**config.mk**
```make
export PLATFORM = sky130hd
export DESIGN_NAME = gregorian_date_unit_core
export DESIGN_NICKNAME = d
export VERILOG_FILES = /design/src/sv/gdu_pkg.sv /design/src/sv/gdu_div.sv /design/src/sv/gdu_date.sv /design/src/sv/gregorian_date_unit_core.sv
export SDC_FILE = /design/constraint.sdc
export NUM_CORES = 1
export LEC_CHECK = 0
export BUFFER_PORTS_ARGS = -buffer_cell sky130_fd_sc_hd__buf_2
export CAP_MARGIN = 5
export CELL_PAD_IN_SITES_DETAIL_PLACEMENT = 0
export CELL_PAD_IN_SITES_GLOBAL_PLACEMENT = 2
export CORE_ASPECT_RATIO = 0.8
export CORE_MARGIN = 2
export CORE_UTILIZATION = 44
export CTS_BUF_LIST = sky130_fd_sc_hd__clkbuf_16
export CTS_CLUSTER_DIAMETER = 120
export DETAILED_ROUTE_END_ITERATION = 16
export PLACE_DENSITY_LB_ADDON = 0.2
export SETUP_SLACK_MARGIN = 0.1
export SKIP_CTS_REPAIR_TIMING = 1
export SYNTH_ARGS = -nofsm -noshare
export SYNTH_HDL_FRONTEND = slang
export SYNTH_SLANG_ARGS = --single-unit
```
**constraint.sdc**
```tcl
create_clock -name clk -period 12.8 [get_ports clk]
set_clock_uncertainty 0.2 [all_clocks]
set_input_delay 1.92 -clock clk [delete_from_list [all_inputs] [get_ports clk]]
set_output_delay 1.92 -clock clk [all_outputs]
set_load 0.005 [all_outputs]
```
**src/sv/gdu_pkg.sv**
```systemverilog
`timescale 1ns / 1ps
`default_nettype none
// ----------------------------------------------------------------------------
// gdu_pkg
// Types, codes and calendar tables shared by the Gregorian date unit.
// ----------------------------------------------------------------------------
package gdu_pkg;

	localparam int unsigned YEAR_MAX_DEF = 9999;
	localparam int unsigned YEAR_CAP     = 16383;

	// operation codes
	localparam logic [2:0] OP_NEXT    = 3'd0;
	localparam logic [2:0] OP_PREV    = 3'd1;
	localparam logic [2:0] OP_ADD     = 3'd2;
	localparam logic [2:0] OP_SUB     = 3'd3;
	localparam logic [2:0] OP_BETWEEN = 3'd4;
	localparam logic [2:0] OP_WEEKDAY = 3'd5;

	// status codes
	localparam logic [1:0] ST_OK      = 2'd0;
	localparam logic [1:0] ST_INVALID = 2'd1;
	localparam logic [1:0] ST_RANGE   = 2'd2;
	localparam logic [1:0] ST_ORDER   = 2'd3;

	typedef struct packed {
		logic [2:0]  operation;
		logic [13:0] year;
		logic [3:0]  month;
		logic [4:0]  day;
		logic [21:0] day_count;
		logic [13:0] later_year;
		logic [3:0]  later_month;
		logic [4:0]  later_day;
	} gdu_req_t;

	typedef struct packed {
		logic [13:0] result_year;
		logic [3:0]  result_month;
		logic [4:0]  result_day;
		logic [21:0] days_apart;
		logic [2:0]  weekday;
		logic [1:0]  status;
	} gdu_rsp_t;

	typedef enum logic [3:0] {
		S_IDLE,
		S_DIVA,
		S_CHECK,
		S_DIVB,
		S_CHKB,
		S_WALK,
		S_STEP,
		S_DIVW,
		S_DIV7,
		S_DONE
	} gdu_state_t;

	typedef enum logic {
		DIV_100,
		DIV_7
	} gdu_div_t;

	typedef struct packed {
		logic load;
		logic fwd;
		logic back;
	} gdu_date_cmd_t;

	// leap from year mod 4, year mod 100 and (year / 100) mod 4
	function automatic logic leap_of(input logic [1:0] ylo, input logic [6:0] r100,
			input logic [1:0] c4);
		return (ylo == 2'd0) && ((r100 != 7'd0) || (c4 == 2'd0));
	endfunction

	// month length, 0 for a month outside 1..12
	function automatic logic [4:0] month_len(input logic lp, input logic [3:0] m);
		logic [4:0] len;
		unique case (m)
			4'd1, 4'd3, 4'd5, 4'd7, 4'd8, 4'd10, 4'd12: len = 5'd31;
			4'd4, 4'd6, 4'd9, 4'd11:                    len = 5'd30;
			4'd2:                                       len = lp ? 5'd29 : 5'd28;
			default:                                    len = 5'd0;
		endcase
		return len;
	endfunction

	// (13 * (m + 1)) / 5 for the shifted month 3..14
	function automatic logic [5:0] zeller_term(input logic [3:0] m);
		logic [5:0] t;
		unique case (m)
			4'd3:    t = 6'd10;
			4'd4:    t = 6'd13;
			4'd5:    t = 6'd15;
			4'd6:    t = 6'd18;
			4'd7:    t = 6'd20;
			4'd8:    t = 6'd23;
			4'd9:    t = 6'd26;
			4'd10:   t = 6'd28;
			4'd11:   t = 6'd31;
			4'd12:   t = 6'd33;
			4'd13:   t = 6'd36;
			4'd14:   t = 6'd39;
			default: t = 6'd0;
		endcase
		return t;
	endfunction

endpackage
`default_nettype wire

```
**src/sv/gdu_div.sv**
```systemverilog
`timescale 1ns / 1ps
`default_nettype none
// ----------------------------------------------------------------------------
// gdu_div
// Divider by 100 or 7 using reciprocal multiplication; the quotient is registered
// from the product, then the remainder by back-multiplying.
// ----------------------------------------------------------------------------
module gdu_div (
	input  wire logic             clk,
	input  wire logic             arst_n,
	input  wire logic             start,
	input  wire logic [13:0]      dividend,
	input  wire gdu_pkg::gdu_div_t divisor,
	output logic                  busy,
	output logic [7:0]            quo,
	output logic [6:0]            rem
);
	import gdu_pkg::*;

	// ceil(2^19 / 100) and ceil(2^17 / 7); exact for any 14-bit dividend
	localparam logic [14:0] RECIP_100 = 15'd5243;
	localparam logic [14:0] RECIP_7   = 15'd18725;

	logic [1:0]  phase_q;
	gdu_div_t    sel_q;
	logic [13:0] dvd_q;
	logic [11:0] quo_q;
	logic [6:0]  rem_q;
	logic [28:0] prod;
	logic [11:0] quo_nx;
	logic [13:0] back_prod;
	logic [13:0] diff;

	assign prod      = 29'(dvd_q) * 29'((sel_q == DIV_100) ? RECIP_100 : RECIP_7);
	assign quo_nx    = (sel_q == DIV_100) ? {2'b00, prod[28:19]} : prod[28:17];
	assign back_prod = 14'(quo_q) * ((sel_q == DIV_100) ? 14'd100 : 14'd7);
	assign diff      = dvd_q - back_prod;

	// phase 2: quotient from the product, phase 1: remainder by back-multiply
	always_ff @(posedge clk or negedge arst_n) begin
		if (!arst_n) begin
			phase_q <= 2'd0;
		end else if (start) begin
			phase_q <= 2'd2;
		end else if (phase_q != 2'd0) begin
			phase_q <= phase_q - 2'd1;
		end
	end

	always_ff @(posedge clk) begin
		if (start) begin
			dvd_q <= dividend;
			sel_q <= divisor;
		end else if (phase_q == 2'd2) begin
			quo_q <= quo_nx;
		end else if (phase_q == 2'd1) begin
			rem_q <= diff[6:0];
		end
	end

	assign busy = (phase_q != 2'd0);
	assign quo  = quo_q[7:0];
	assign rem  = rem_q;

endmodule
`default_nettype wire

```
**src/sv/gdu_date.sv**
```systemverilog
`timescale 1ns / 1ps
`default_nettype none
// ----------------------------------------------------------------------------
// gdu_date
// Date register that steps one day forward or back per cycle, tracking the
// year residues that decide leap years.
// ----------------------------------------------------------------------------
module gdu_date #(
	parameter int unsigned YEAR_MAX = gdu_pkg::YEAR_MAX_DEF
) (
	input  wire logic                  clk,
	input  wire gdu_pkg::gdu_date_cmd_t cmd,
	input  wire logic [13:0]           load_year,
	input  wire logic [3:0]            load_month,
	input  wire logic [4:0]            load_day,
	input  wire logic [6:0]            load_r100,
	input  wire logic [1:0]            load_c4,
	output logic [13:0]                year,
	output logic [3:0]                 month,
	output logic [4:0]                 day,
	output logic                       leap,
	output logic                       at_top,
	output logic                       at_bottom
);
	import gdu_pkg::*;

	localparam logic [13:0] YEAR_LIMIT =
		(YEAR_MAX > YEAR_CAP) ? 14'(YEAR_CAP) : 14'(YEAR_MAX);

	logic [13:0] year_q;
	logic [3:0]  month_q;
	logic [4:0]  day_q;
	logic [6:0]  r100_q;
	logic [1:0]  c4_q;
	logic [4:0]  len_cur;
	logic [4:0]  len_prev;

	assign leap     = leap_of(year_q[1:0], r100_q, c4_q);
	assign len_cur  = month_len(leap, month_q);
	assign len_prev = month_len(leap, month_q - 4'd1);

	always_ff @(posedge clk) begin
		if (cmd.load) begin
			year_q  <= load_year;
			month_q <= load_month;
			day_q   <= load_day;
			r100_q  <= load_r100;
			c4_q    <= load_c4;
		end else if (cmd.fwd) begin
			if (day_q < len_cur) begin
				day_q <= day_q + 5'd1;
			end else begin
				day_q <= 5'd1;
				if (month_q == 4'd12) begin
					month_q <= 4'd1;
					year_q  <= year_q + 14'd1;
					if (r100_q == 7'd99) begin
						r100_q <= 7'd0;
						c4_q   <= c4_q + 2'd1;
					end else begin
						r100_q <= r100_q + 7'd1;
					end
				end else begin
					month_q <= month_q + 4'd1;
				end
			end
		end else if (cmd.back) begin
			if (day_q > 5'd1) begin
				day_q <= day_q - 5'd1;
			end else if (month_q == 4'd1) begin
				month_q <= 4'd12;
				day_q   <= 5'd31;
				year_q  <= year_q - 14'd1;
				if (r100_q == 7'd0) begin
					r100_q <= 7'd99;
					c4_q   <= c4_q - 2'd1;
				end else begin
					r100_q <= r100_q - 7'd1;
				end
			end else begin
				month_q <= month_q - 4'd1;
				day_q   <= len_prev;
			end
		end
	end

	assign at_top    = (year_q == YEAR_LIMIT) && (month_q == 4'd12) && (day_q == 5'd31);
	assign at_bottom = (year_q == 14'd1) && (month_q == 4'd1) && (day_q == 5'd1);
	assign year      = year_q;
	assign month     = month_q;
	assign day       = day_q;

endmodule
`default_nettype wire

```
**src/sv/gregorian_date_unit_core.sv**
```systemverilog
`timescale 1ns / 1ps
`default_nettype none
// Sequence: a divider run on the year, a date check, then stepping for next/previous
//   and add/subtract, a walk for days between, or two divider runs for weekday.
// Throughput: one beat in flight; the next beat is taken the cycle after the result
//   is registered. The day stepper moves one day per cycle.
// Reset: arst_n clears the sequencer and the output valid asynchronously.
// ----------------------------------------------------------------------------
// gregorian_date_unit_core
// Gregorian date arithmetic: step, add/subtract days, distance and weekday.
// ----------------------------------------------------------------------------
module gregorian_date_unit_core #(
	parameter int unsigned YEAR_MAX = gdu_pkg::YEAR_MAX_DEF
) (
	input  wire logic              clk,
	input  wire logic              arst_n,
	input  wire logic              req_valid,
	output logic                   req_stall,
	input  wire gdu_pkg::gdu_req_t req,
	output logic                   rsp_valid,
	input  wire logic              rsp_stall,
	output gdu_pkg::gdu_rsp_t      rsp
);
	import gdu_pkg::*;

	localparam logic [13:0] YEAR_LIMIT =
		(YEAR_MAX > YEAR_CAP) ? 14'(YEAR_CAP) : 14'(YEAR_MAX);

	gdu_state_t    state_q, state_nx;
	gdu_req_t      in_q;
	gdu_rsp_t      out_q;
	logic          out_valid_q;
	logic [21:0]   cnt_q;
	logic [21:0]   apart_q;
	logic [2:0]    wd_q;
	logic [1:0]    st_q;
	logic          use_date_q;

	logic          div_start;
	gdu_div_t      div_sel;
	logic [13:0]   div_dividend;
	logic          div_busy;
	logic [7:0]    div_quo;
	logic [6:0]    div_rem;

	gdu_date_cmd_t date_cmd;
	logic [13:0]   cur_year;
	logic [3:0]    cur_month;
	logic [4:0]    cur_day;
	logic          cur_leap;
	logic          at_top;
	logic          at_bottom;

	logic          accept;
	logic          out_free;
	logic          valid_a;
	logic          valid_b;
	logic [4:0]    len_a;
	logic [4:0]    len_b;
	logic          a_after_b;
	logic          at_target;
	logic          fwd_op;
	logic          blocked;
	logic [13:0]   zyear;
	logic [3:0]    zmonth;
	logic [10:0]   h_sum;

	assign accept   = req_valid && !req_stall;
	assign out_free = !out_valid_q || !rsp_stall;

	// first date, as held by the stepper after load
	assign len_a   = month_len(cur_leap, cur_month);
	assign valid_a = (cur_year != 14'd0) && (cur_year <= YEAR_LIMIT) &&
		(cur_day != 5'd0) && (cur_day <= len_a);

	// later date, leap from the divider run on its year
	assign len_b   = month_len(leap_of(in_q.later_year[1:0], div_rem, div_quo[1:0]),
		in_q.later_month);
	assign valid_b = (in_q.later_year != 14'd0) && (in_q.later_year <= YEAR_LIMIT) &&
		(in_q.later_day != 5'd0) && (in_q.later_day <= len_b);

	assign a_after_b = {in_q.year, in_q.month, in_q.day} >
		{in_q.later_year, in_q.later_month, in_q.later_day};
	assign at_target = {cur_year, cur_month, cur_day} ==
		{in_q.later_year, in_q.later_month, in_q.later_day};

	assign fwd_op  = (in_q.operation == OP_NEXT) || (in_q.operation == OP_ADD);
	assign blocked = fwd_op ? at_top : at_bottom;

	// Zeller: January and February count as months 13 and 14 of the prior year;
	// the extra 6 moves Zeller's Saturday-based count to 0 = Sunday
	assign zyear  = (in_q.month < 4'd3) ? in_q.year - 14'd1 : in_q.year;
	assign zmonth = (in_q.month < 4'd3) ? in_q.month + 4'd12 : in_q.month;
	assign h_sum  = 11'(in_q.day) + 11'(zeller_term(zmonth)) + 11'(div_rem) +
		11'(div_rem >> 2) + 11'(div_quo >> 2) + (11'(div_quo) << 2) + 11'(div_quo) +
		11'd6;

	gdu_div u_div (
		.clk      (clk),
		.arst_n   (arst_n),
		.start    (div_start),
		.dividend (div_dividend),
		.divisor  (div_sel),
		.busy     (div_busy),
		.quo      (div_quo),
		.rem      (div_rem)
	);

	gdu_date #(
		.YEAR_MAX (YEAR_MAX)
	) u_date (
		.clk        (clk),
		.cmd        (date_cmd),
		.load_year  (in_q.year),
		.load_month (in_q.month),
		.load_day   (in_q.day),
		.load_r100  (div_rem),
		.load_c4    (div_quo[1:0]),
		.year       (cur_year),
		.month      (cur_month),
		.day        (cur_day),
		.leap       (cur_leap),
		.at_top     (at_top),
		.at_bottom  (at_bottom)
	);

	// next state
	always_comb begin
		state_nx = state_q;
		unique case (state_q)
			S_IDLE:  if (req_valid) state_nx = S_DIVA;
			S_DIVA:  if (!div_busy) state_nx = S_CHECK;
			S_CHECK: begin
				priority if (in_q.operation > OP_WEEKDAY) state_nx = S_DONE;
				else if (!valid_a)                        state_nx = S_DONE;
				else if (in_q.operation <= OP_PREV)       state_nx = S_STEP;
				else if (in_q.operation <= OP_SUB)
					state_nx = (in_q.day_count == 22'd0) ? S_DONE : S_STEP;
				else if (in_q.operation == OP_BETWEEN)    state_nx = S_DIVB;
				else                                      state_nx = S_DIVW;
			end
			S_DIVB:  if (!div_busy) state_nx = S_CHKB;
			S_CHKB:  state_nx = (!valid_b || a_after_b) ? S_DONE : S_WALK;
			S_WALK:  if (at_target) state_nx = S_DONE;
			S_STEP:  if (blocked || cnt_q == 22'd1) state_nx = S_DONE;
			S_DIVW:  if (!div_busy) state_nx = S_DIV7;
			S_DIV7:  if (!div_busy) state_nx = S_DONE;
			S_DONE:  if (out_free) state_nx = S_IDLE;
			default: state_nx = S_IDLE;
		endcase
	end

	// control outputs
	always_comb begin
		div_start     = 1'b0;
		div_sel       = DIV_100;
		div_dividend  = req.year;
		date_cmd      = '0;
		req_stall     = 1'b1;
		unique case (state_q)
			S_IDLE: begin
				req_stall = 1'b0;
				div_start = req_valid;
			end
			S_DIVA: date_cmd.load = !div_busy;
			S_CHECK: begin
				div_start    = valid_a && ((in_q.operation == OP_BETWEEN) ||
					(in_q.operation == OP_WEEKDAY));
				div_dividend = (in_q.operation == OP_BETWEEN) ? in_q.later_year : zyear;
			end
			S_WALK: date_cmd.fwd = !at_target;
			S_STEP: begin
				date_cmd.fwd  = !blocked && fwd_op;
				date_cmd.back = !blocked && !fwd_op;
			end
			S_DIVW: begin
				div_start    = !div_busy;
				div_sel      = DIV_7;
				div_dividend = 14'(h_sum);
			end
			default: ;
		endcase
	end

	always_ff @(posedge clk or negedge arst_n) begin
		if (!arst_n) begin
			state_q     <= S_IDLE;
			out_valid_q <= 1'b0;
		end else begin
			state_q <= state_nx;
			if (state_q == S_DONE && out_free) begin
				out_valid_q <= 1'b1;
			end else if (!rsp_stall) begin
				out_valid_q <= 1'b0;
			end
		end
	end

	always_ff @(posedge clk) begin
		unique case (state_q)
			S_IDLE: if (accept) begin
				in_q       <= req;
				st_q       <= ST_OK;
				apart_q    <= 22'd0;
				wd_q       <= 3'd0;
				use_date_q <= 1'b0;
			end
			S_CHECK: begin
				if (in_q.operation <= OP_WEEKDAY && !valid_a) begin
					st_q <= ST_INVALID;
				end else if (in_q.operation <= OP_SUB) begin
					use_date_q <= 1'b1;
					cnt_q      <= (in_q.operation <= OP_PREV) ? 22'd1 : in_q.day_count;
				end
			end
			S_CHKB: begin
				if (!valid_b) begin
					st_q <= ST_INVALID;
				end else if (a_after_b) begin
					st_q <= ST_ORDER;
				end
			end
			S_WALK: if (!at_target && apart_q != '1) apart_q <= apart_q + 22'd1;
			S_STEP: begin
				if (blocked) begin
					st_q       <= ST_RANGE;
					use_date_q <= 1'b0;
				end else begin
					cnt_q <= cnt_q - 22'd1;
				end
			end
			S_DIV7: if (!div_busy) wd_q <= div_rem[2:0];
			S_DONE: if (out_free) begin
				out_q.result_year  <= use_date_q ? cur_year : in_q.year;
				out_q.result_month <= use_date_q ? cur_month : in_q.month;
				out_q.result_day   <= use_date_q ? cur_day : in_q.day;
				out_q.days_apart   <= apart_q;
				out_q.weekday      <= wd_q;
				out_q.status       <= st_q;
			end
			default: ;
		endcase
	end

	assign rsp_valid = out_valid_q;
	assign rsp       = out_q;

endmodule
`default_nettype wire

```
==> summary.txt <==
ys async rst share - 0.0292
met3 wire length - 3.37 mm
die footprint - 0.0464 mm2
die width - 240 um
Slew Limit Fails - 0
Cells after Synth - 1887
IO Pins - 127
Wirelength per Cell - 20.6 um
Seq/Total Area, Yosys - 0.365
final wirelength - 54.1 mm
Setup crit end kind - register
multi-input logic area - 0.0113 mm2
Met1 Wirelength - 29.1 mm
Die H - 193 um
worst min path class - register to register
Top delay family on crit path - adder cells
Tmin final - 6.71 ns
Nets - 2422
CTS tree - built
Yosys warning count - 0
Residual DRC - 0
Detail Route Antenna Nets - 0
layout filler cell count - 4159
final hold violation count - 0
post-DP HPWL - 43.2 mm
crit-path max FO - 40
#FFs+latches synth - 240
# diodes - 0
Total GRT Usage - 0.236
worst path cell trace - buf_4, inv_1, buf_4, nand2_1, inv_1, fa_1, fa_1, fa_1, inv_1, fa_1, fa_1, inv_1, ha_1, ha_1, a21oi_1, o21ai_0, a211oi_1, o211ai_1, a31oi_1, o211ai_1, a211o_1
initial core utilization - 0.445
FF+latch area - 0.00717 mm2
Detailed Routing Iterations Pass 1 - 5
Num CTS Buffers - 26
first-pass GRT wire length - 82.8 mm
critical path's most frequent cell - fa_1
fin crit share - 0.524
RePlAce Congestion - 0.890
clock tree buffer depth - 3
CP max stage delay - 0.55 ns
mapped cell area - 0.0197 mm2
Area Growth Syn to Fin - 10.6%
post-synth cell types - 75
Worst slew margin - 0.254
I/O Buffers - 126
Fmax - 0.149 GHz
vias in the first global route - 13.7k
WP buf/inv - 6
TNS Setup - 0 ns
kind of critical path - register to register
ys flop type - edfxtp_1
worst slew pin tran - 1.12 ns
vias per inst - 5.38
uppermost layer routed - met4
CP arrival - 6.81 ns
H-tree levels - 1
Skew-Pair Late Insertion Delay - 0.56 ns
hold_ws - 0.220 ns
Slowest-stage cell, CP - fa_1
RSZ-0062 raised after global routing - false
Initial DRC Count - 1164
share of cells above drive strength 1 - 0.104
Max-Cap Viols - 0
run status - complete, no violations
clk sinks - 240
Startpoint Class - register
largest net degree at the start of global routing - 51
Crit path required time - 12.90 ns
Avg Cell Area, Syn - 10.4 um2
Final setup viols - 0
routed wl met2 - 20.9 mm
num rows - 69
Root Driver - clkbuf_16
core box area - 0.0442 mm2
global route overflow - 0
Vias - 14.1k
initial antenna violation count - 0
EDFF count, synth - 233
Worst-path clk slew - 0.06 ns
[layer usage]
metal  vias to the layer above  global-route usage
li1                       6771                   -
met1                      6936               0.396
met2                       381               0.316
met3                        48              0.0407
met4                         0              0.0344
met5                         -                   0
[layout make-up]
type                            instances  area share
Inverter                              261      0.0451
Timing Repair Buffer                  138      0.0332
Tap cell                              603      0.0347
Multi-Input combinational cell       1340       0.520
Clock buffer                           27      0.0311
Sequential cell                       240       0.330
Clock inverter                         17     0.00605
[through the flow]
step / instances / setup slack, ns / area (um2) / utilization
detailed placement: 2582 / 6.10 / 20900 / 0.473
global route: 2626 / 5.75 / 21700 / 0.492
finish: 2626 / 6.09 / 21700 / 0.492
floorplan: 1905 / 6.06 / 19700 / -
global placement: 2582 / 6.19 / 20900 / 0.473
CTS: 2626 / 6.07 / 21700 / 0.492
[path summary, 6_finish.rpt]
kind / from / to / slack, ns / cells past startpoint
min in group asynchronous: arst_n / rsp_valid / 1.00 / 1
worst max register to register: u_div.sel_q / u_div.quo_q[7] / 6.09 / 21
worst max-delay path: u_div.sel_q / u_div.quo_q[7] / 6.09 / 21
max in group asynchronous: arst_n / state_q[2] / 11.24 / 1
worst min-delay path: st_q[1] / rsp[1] / 0.22 / 0
worst min register to register: st_q[1] / rsp[1] / 0.22 / 0
[synth_stat cells (26+ instances only)]
library cell | instances | share of area
nor4_1 | 26 | 0.0083
nor2_1 | 129 | 0.025
nand2_1 | 122 | 0.023
fa_1 | 134 | 0.14
edfxtp_1 | 233 | 0.36
nand3_1 | 66 | 0.017
o21ai_0 | 103 | 0.026
xor2_1 | 70 | 0.031
xnor2_1 | 64 | 0.029
clkbuf_1 | 42 | 0.0080
a21oi_1 | 73 | 0.019
ha_1 | 206 | 0.13
inv_1 | 261 | 0.050
nor3_1 | 42 | 0.011
[cell families after synthesis]
family	count (synthesis)	synth area share
flops	240	0.365
fa+ha+maj	340	0.268
other cells	2	0.000382
buf+inv	325	0.0658
mux	34	0.0183
simple gates	514	0.130
compound gates	298	0.0934
xor+xnor	134	0.0597
[flip-flops by register name, summed over array words and instances (netlist names), 4 cells and up]
name and count:
u_date.month 4, u_date.r100_q 7, u_div.dvd_q 14, in_q 71, state_q 4, cnt_q 22
rsp 50, u_date.year 14, u_div.quo_q 8, apart_q 22, u_date.day 5, u_div.rem 7
[placed cells by master (no fill, tap or decap), drive strengths merged, types with 18 or more instances in the layout]
master and n:
clkbuf 27, buf 138, nor2 130, nand2 122
nand3 66, nor4 28, and3 20, inv 267
a21oi 73, xnor2 64, edfxtp 233, nor3 42
xor2 70, conb 20, mux2i 18, ha 206
o21ai 113, fa 134
Power is not shown: default switching activity piles up to over one toggle a cycle in this logic, so the estimate is an artifact.
